<file path="config.mk">
export PLATFORM = sky130hd
export DESIGN_NAME = sbq_merge
export DESIGN_NICKNAME = d
export VERILOG_FILES = /design/src/sv/sbq_pkg.sv /design/src/sv/sbq_merge.sv
export SDC_FILE = /design/constraint.sdc
export NUM_CORES = 1
export LEC_CHECK = 0
export BUFFER_PORTS_ARGS = -buffer_cell sky130_fd_sc_hd__buf_4
export CORE_MARGIN = 4
export CORE_UTILIZATION = 30
export DETAILED_ROUTE_END_ITERATION = 7
export HOLD_SLACK_MARGIN = 0.03
export PLACE_DENSITY = 0.55
export SYNTH_ARGS = -nofsm -noshare
export SYNTH_HDL_FRONTEND = slang
export SYNTH_SLANG_ARGS = --single-unit
export TNS_END_PERCENT = 5
</file>
<file path="constraint.sdc">
create_clock -name clk_i -period 2.52 [get_ports clk_i]
set_input_delay 0.378 -clock clk_i [delete_from_list [all_inputs] [get_ports clk_i]]
set_output_delay 0.378 -clock clk_i [all_outputs]
set_load 0.005 [all_outputs]
</file>
<file path="src/sv/sbq_pkg.sv">
// ----------------------------------------------------------------------------
// Stereo biquad package
// Shared widths, coefficient bundle, register indexes and pipeline controls
// for the stereo biquad / resonant-lowpass filter.
// ----------------------------------------------------------------------------
package sbq_pkg;

  // Sample and coefficient formats.
  localparam int unsigned SAMPLE_BITS    = 16;
  localparam int unsigned COEF_BITS      = 32;
  localparam int unsigned COEF_FRAC_BITS = 28;
  localparam int unsigned CFG_IDX_BITS   = 3;

  // Full-precision product and accumulator widths (five products summed).
  localparam int unsigned PROD_BITS = SAMPLE_BITS + COEF_BITS;
  localparam int unsigned ACC_BITS  = PROD_BITS + 4;
  localparam int unsigned RND_BITS  = ACC_BITS + 1 - COEF_FRAC_BITS;

  typedef logic signed [SAMPLE_BITS-1:0] sample_t;
  typedef logic signed [COEF_BITS-1:0]   coef_word_t;
  typedef logic signed [PROD_BITS-1:0]   prod_t;
  typedef logic signed [ACC_BITS-1:0]    acc_t;

  // Reset value of the current-input weight: 1.0 in Q3.28.
  localparam coef_word_t FEED0_RESET = coef_word_t'(64'sd1 <<< COEF_FRAC_BITS);

  // Half an output LSB, added before the floor shift.
  localparam logic signed [ACC_BITS:0] ROUND_HALF =
    (ACC_BITS+1)'(64'sd1 <<< (COEF_FRAC_BITS - 1));

  // Saturation limits of an output sample.
  localparam sample_t SAMPLE_MAX = {1'b0, {(SAMPLE_BITS-1){1'b1}}};
  localparam sample_t SAMPLE_MIN = {1'b1, {(SAMPLE_BITS-1){1'b0}}};

  // Configuration register indexes.
  typedef enum logic [CFG_IDX_BITS-1:0] {
    REG_FEED0 = 3'd0,
    REG_FEED1 = 3'd1,
    REG_FEED2 = 3'd2,
    REG_BACK1 = 3'd3,
    REG_BACK2 = 3'd4,
    REG_FORM  = 3'd5
  } cfg_reg_e;

  // Coefficient set shared by both lanes.
  typedef struct packed {
    coef_word_t feed0;
    coef_word_t feed1;
    coef_word_t feed2;
    coef_word_t back1;
    coef_word_t back2;
    logic       resonant;
  } coef_t;

  // Pipeline controls from the top level to each lane.
  typedef struct packed {
    logic advance;  // pipeline registers move on
    logic accept;   // a new word enters the first stage
    logic fire;     // the word in the feedback stage completes
  } pipe_ctrl_t;

endpackage

</file>
<file path="src/sv/sbq_merge.sv">
// ----------------------------------------------------------------------------
// Result merge stage
// Joins the two lane outputs into one result word and holds it in an output
// register backed by a skid register, so the pipeline stalls on a register.
// ----------------------------------------------------------------------------
module sbq_merge
  import sbq_pkg::*;
(
  input  logic    clk_i,
  input  logic    rst_ni,
  input  logic    push_i,
  input  sample_t left_i,
  input  sample_t right_i,
  input  logic    out_stall_i,
  output logic    out_valid_o,
  output sample_t left_o,
  output sample_t right_o,
  output logic    full_o
);

  logic    out_valid_q, out_valid_d;
  logic    skid_valid_q, skid_valid_d;
  sample_t out_left_q, out_right_q, skid_left_q, skid_right_q;
  logic    drain, load_out, load_skid, from_skid;

  // Hand-off decisions for the output and skid registers.
  always_comb begin
    drain        = out_valid_q && !out_stall_i;
    from_skid    = skid_valid_q && drain;
    load_out     = push_i && (!out_valid_q || drain);
    load_skid    = push_i && out_valid_q && !drain;
    out_valid_d  = out_valid_q;
    skid_valid_d = skid_valid_q;
    if (from_skid) begin
      skid_valid_d = 1'b0;
    end else if (load_out) begin
      out_valid_d = 1'b1;
    end else if (load_skid) begin
      skid_valid_d = 1'b1;
    end else if (drain) begin
      out_valid_d = 1'b0;
    end
  end

  always_ff @(posedge clk_i or negedge rst_ni) begin
    if (!rst_ni) begin
      out_valid_q  <= 1'b0;
      skid_valid_q <= 1'b0;
    end else begin
      out_valid_q  <= out_valid_d;
      skid_valid_q <= skid_valid_d;
    end
  end

  // Result payload.
  always_ff @(posedge clk_i) begin
    if (from_skid) begin
      out_left_q  <= skid_left_q;
      out_right_q <= skid_right_q;
    end else if (load_out) begin
      out_left_q  <= left_i;
      out_right_q <= right_i;
    end
    if (load_skid) begin
      skid_left_q  <= left_i;
      skid_right_q <= right_i;
    end
  end

  assign out_valid_o = out_valid_q;
  assign left_o      = out_left_q;
  assign right_o     = out_right_q;
  assign full_o      = skid_valid_q;

endmodule

</file>
== Yosys cells after proc, flatten, opt, wreduce, memory -nomap -nowiden ==
Cells that the tools add are included.

* Reduce and logical (&&, ||, !) cells: 14
* Bitwise gates (word level): 1
* Eq/ne operators: 2
* Multiplexer cells: 10

{| class="wikitable"
|+ Operator list
! cell !! number
|-
| two-way mux 16 bit || 4
|-
| two-way mux 1 bit || 6
|-
| nonzero test 2 bit || 3
|-
| logical AND 1 bit || 5
|-
| logical NOT 1 bit || 3
|-
| AND reduction 3 bit || 1
|-
| inequality test 2 x 1 -> 1 bit (second input constant) || 1
|-
| inequality test 2 bit (second input constant) || 1
|-
| AND reduction 2 bit || 1
|-
| logical OR 1 bit || 1
|-
| inverter 1 bit || 1
|}

* Output and inout bits: 34
* Logic and storage cells: 33
* Register bits after elaboration: 66

== Longest topological paths before layout ==
* Depth in word-level cells: 7
* Depth in mapped cells: 3
* Depth with buffers taken out: 2

== Least setup slack after synthesis ==
OpenSTA, ideal clock, no wires.

* Path kind: reg2reg
* Start point: reg out_valid_q, in the netlist out_valid_o
* End point: reg out_left_q[0], in the netlist left_o[0], enable pin
* Path slack: -0.071 ns
* Data arrival time: 2.159 ns
* Clock period less this slack: 2.591 ns
* Cell stages (with the launch flop): 3
* Data required time: 2.088 ns
* Buffers on the path: 0
* Path through: dfrtp_1 > a21oi_1 > a21oi_1

* Word-level cells in the longest chain between the ends: 4
* Elaborated cells on any way between the ends: 6

{| class="wikitable"
|+ Ends and longest elaborated chain
! element !! RTL line !! source
|-
| from (decl) || sbq_merge.sv:21 || <nowiki>logic out_valid_q, out_valid_d;</nowiki>
|-
| from (signal assigned) || sbq_merge.sv:50 || <nowiki>out_valid_q <= out_valid_d;</nowiki>
|-
| logical NOT 1 bit or logical AND 1 bit (tied branches) || sbq_merge.sv:30, sbq_merge.sv:28 ||
|-
| logical OR 1 bit || sbq_merge.sv:30 || <nowiki>load_out = push_i && (!out_valid_q || drain);</nowiki>
|-
| logical AND 1 bit || sbq_merge.sv:30 ||
|-
| nonzero test 2 bit (no line) (*) || n/a ||
|-
| to (signal assigned) || sbq_merge.sv:58 || <nowiki>out_left_q <= skid_left_q;</nowiki>
|-
| to (signal assigned) || sbq_merge.sv:61 || <nowiki>out_left_q <= left_i;</nowiki>
|-
| to (decl) || sbq_merge.sv:23 || <nowiki>sample_t out_left_q, out_right_q, skid_left_q, skid_right_q;</nowiki>
|}

Every way passes the cells marked *; elsewhere a longest branch is shown, timed or not.
A chain may end at the register's enable or synchronous reset.

== Worst setup path after layout ==
* Start point: reg out_valid_q, in the netlist out_valid_o
* End point: reg out_right_q[11], in the netlist right_o[11] (data pin)

* Word-level cells in the longest chain between the ends: 3

{| class="wikitable"
|+ Ends and longest elaborated chain
! element !! RTL line !! source
|-
| logical AND 1 bit || sbq_merge.sv:28 || <nowiki>drain = out_valid_q && !out_stall_i;</nowiki>
|-
| logical AND 1 bit || sbq_merge.sv:29 || <nowiki>from_skid = skid_valid_q && drain;</nowiki>
|-
| two-way mux 16 bit || sbq_merge.sv:57 || <nowiki>if (from_skid) begin</nowiki>
|-
| to (signal assigned) || sbq_merge.sv:59 || <nowiki>out_right_q <= skid_right_q;</nowiki>
|-
| to (signal assigned) || sbq_merge.sv:62 || <nowiki>out_right_q <= right_i;</nowiki>
|-
| to (decl) || sbq_merge.sv:23 ||
|}

Every way passes these cells.

==> qor.txt <==
syn_nets = 146
end of the worst hold path = skid_right_q[10]
routing usage on met2 = 14.6%
first-pass GRT wire length = 6.67 mm
met1 GRT Util = 10.5%
RSZ-0062 raised after global routing = false
switching pwr = 545 µW
GRT Residual Overflow = 0
Tcrit/Tclk final = 72.3%
die height = 100 µm
H-tree levels = 3
overall power = 2.39 mW
Via density = 4.11
port bufs = 69
crit path kind = flop to flop
critical-path maximum fanout = 32
TritonCTS clock tree = done
# DRC = 0
final worst path period need = 1820 ps
die area = 10000 µm²
Routed WL = 4.50 mm
pwr/cell area = 712 nW/µm²
Synth area leader = edfxtp_1
initial antenna violation count = 0
vias in the first global route = 1270
synthesized flop and latch total = 66
DP Worst Slack = 636 ps
Total Routing Usage GR = 9.39%
# clock sinks = 66
CP Data Required Time = 2600 ps
peak supply drop = 0.000322 V
Setup crit end kind = flop
Synth Area in Simple Gates = 1.33%
CP startpoint = out_valid_o
sw frac = 22.8%
Synth Area in Adders = 0%
actual slew at the worst max-slew pin = 760 ps
clk buf depth = 2
FF-to-FF path depth = 2
final design area excluding fillers = 3360 µm²
CP arrival = 1910 ps
post-synthesis xor/xnor area fraction = 0%
chip width = 100 µm
Final Skew = 8.90 ps
post-synthesis to final-layout area growth = 32.2%
Internal Pwr Total = 1.85 mW
RR Endpoint = right_o[11]
multiplexer share of the synthesized area = 18.6%
Cell Area, Synth = 2540 µm²
clock transition at the registers of the reported paths = 70 ps
Initial Util = 30.9%
non-filler cells, final = 299
Post-Syn Area per Cell = 23.1 µm²
Clk pwr share = 31.2%
Reg power frac = 56.0%
Final WS setup = 698 ps
Synth Instances = 110
max_slew headroom = 49.3%
Yosys cell types = 11
worst skew pair latency = 340 ps
pin count of the biggest net entering global routing = 33
via count = 1228
status = finished clean
P_leak = 1.37 nW
Core Area = 8220 µm²
commonest non-fill, non-tap cells in the layout = buf_4, edfxtp_1, mux2_4
register area share after synthesis = 77.6%
final hold vios = 0
Nets = 225
Setup violations, final = 0
most common cell after layout, fill and taps aside = buf_4
fillcell total = 752
Synth top area share = 75.6%
DR WL/cell = 15.1 µm
critical register-to-register path startpoint = out_valid_o
Post-DRT Antenna Nets = 0
Logic pwr share = 12.9%
CTS buffer count = 9
Cells after DPL = 282
share of cells above drive strength 1 = 61.3%
r2r setup slk = 700 ps
CTS Root Cell = clkbuf_8
largest family of logic cells by synthesized area = multiplexers
1st-pass router iterations = 4
synth top area cells = edfxtp_1, mux2_4, dfrtp_1, buf_6, mux2_2
site row count = 33
count of final max-slew check failures = 0
placed cell areas = 3190 µm²
Min-Delay Path Class = input port to flop
total of max-cap violations = 0
I/O pin cnt = 70
Worst Hold Path Cells = 1
HP Start = right_i[10]
Critical Path Source Type = flop
layer with the highest usage = met2
GPL Wtd Cong = 0.707
TNS Setup = 0 ps
Inserted Diodes = 0
YS warnings = 0
met3 GRT Util = 3.27%
fmax = 549 MHz
Compound-Gate Fraction of Synth Area = 0.985%
Initial DRC Count = 44
stage by stage:
step	util (%)	hold slack [ps]
4_1_cts	40.9	196
3_3_place_gp	38.8	161
6_report	40.9	221
3_5_place_dp	38.8	163
5_1_grt	40.9	192
2_1_floorplan	-	82.4
critical path, stage by stage (launching register included):
cell and delay (ps):
dfrtp_1 530, nand3b_4 540, mux2_4 490
logic make-up (layout without fill, tap and decap cells):
logic type,after synthesis,count (layout)
compound gates,5,5
buf+inv,4,88
mux,32,32
flops,66,66
simple gates,3,3
cell type report:
cell class / instances / area [µm²] / area share [%]
sequential: 66 / 1970 / 58.7
timing repair buffer: 71 / 548 / 16.3
multi-input combinational: 40 / 543 / 16.2
tap: 105 / 131 / 3.91
clock buffer: 10 / 128 / 3.80
clock inverter: 6 / 33.8 / 1.01
inverter: 1 / 3.75 / 0.112
power by group through the flow:
| stage | registers, mW | clock network [mW] | logic [mW] |
|---|---|---|---|
| finish | 1.34 | 0.746 | 0.307 |
| global route | 1.35 | 0.832 | 0.332 |
| CTS | 1.34 | 0.780 | 0.317 |
| detailed placement | 1.36 | 0 | 0.316 |
| global placement | 1.36 | 0 | 0.312 |
| floorplan | 1.37 | 0 | 0.143 |
synthesized netlist by cell type (all sizes together):
library cell and number:
mux2 32, and3 1, edfxtp 64, inv 1, a21oi 4, buf 3, o21ai 1, nand2b 1
nand3b 1, dfrtp 2
worst max-delay path by stage:
stage,slack (ps),end,cells after the start
after global placement,650,right_o[1],3
after CTS,670,right_o[11],2
final,700,right_o[11],2
after floorplan,620,left_o[0],2
after global routing,600,right_o[11],2
after detailed placement,640,right_o[6],3
repair_timing:
action / 4_1_cts / 5_1_grt
buffers inserted: 0 / 0
endpoints found under the hold margin: 2 / 0
hold buffers: 1 / 0
resized for setup: 0 / 0
sequential cells by signal, indices dropped and copies added (netlist names):
signal	cells
full_o	1
skid_right_q	16
left_o	16
out_valid_o	1
right_o	16
skid_left_q	16
layer usage:
layer,up-vias,share of wire [%]
li1,595,-
met1,576,41
met2,45,48
met3,12,7.4
met4,0,3.0
met5,-,0
(Power assumes the default switching activity.)
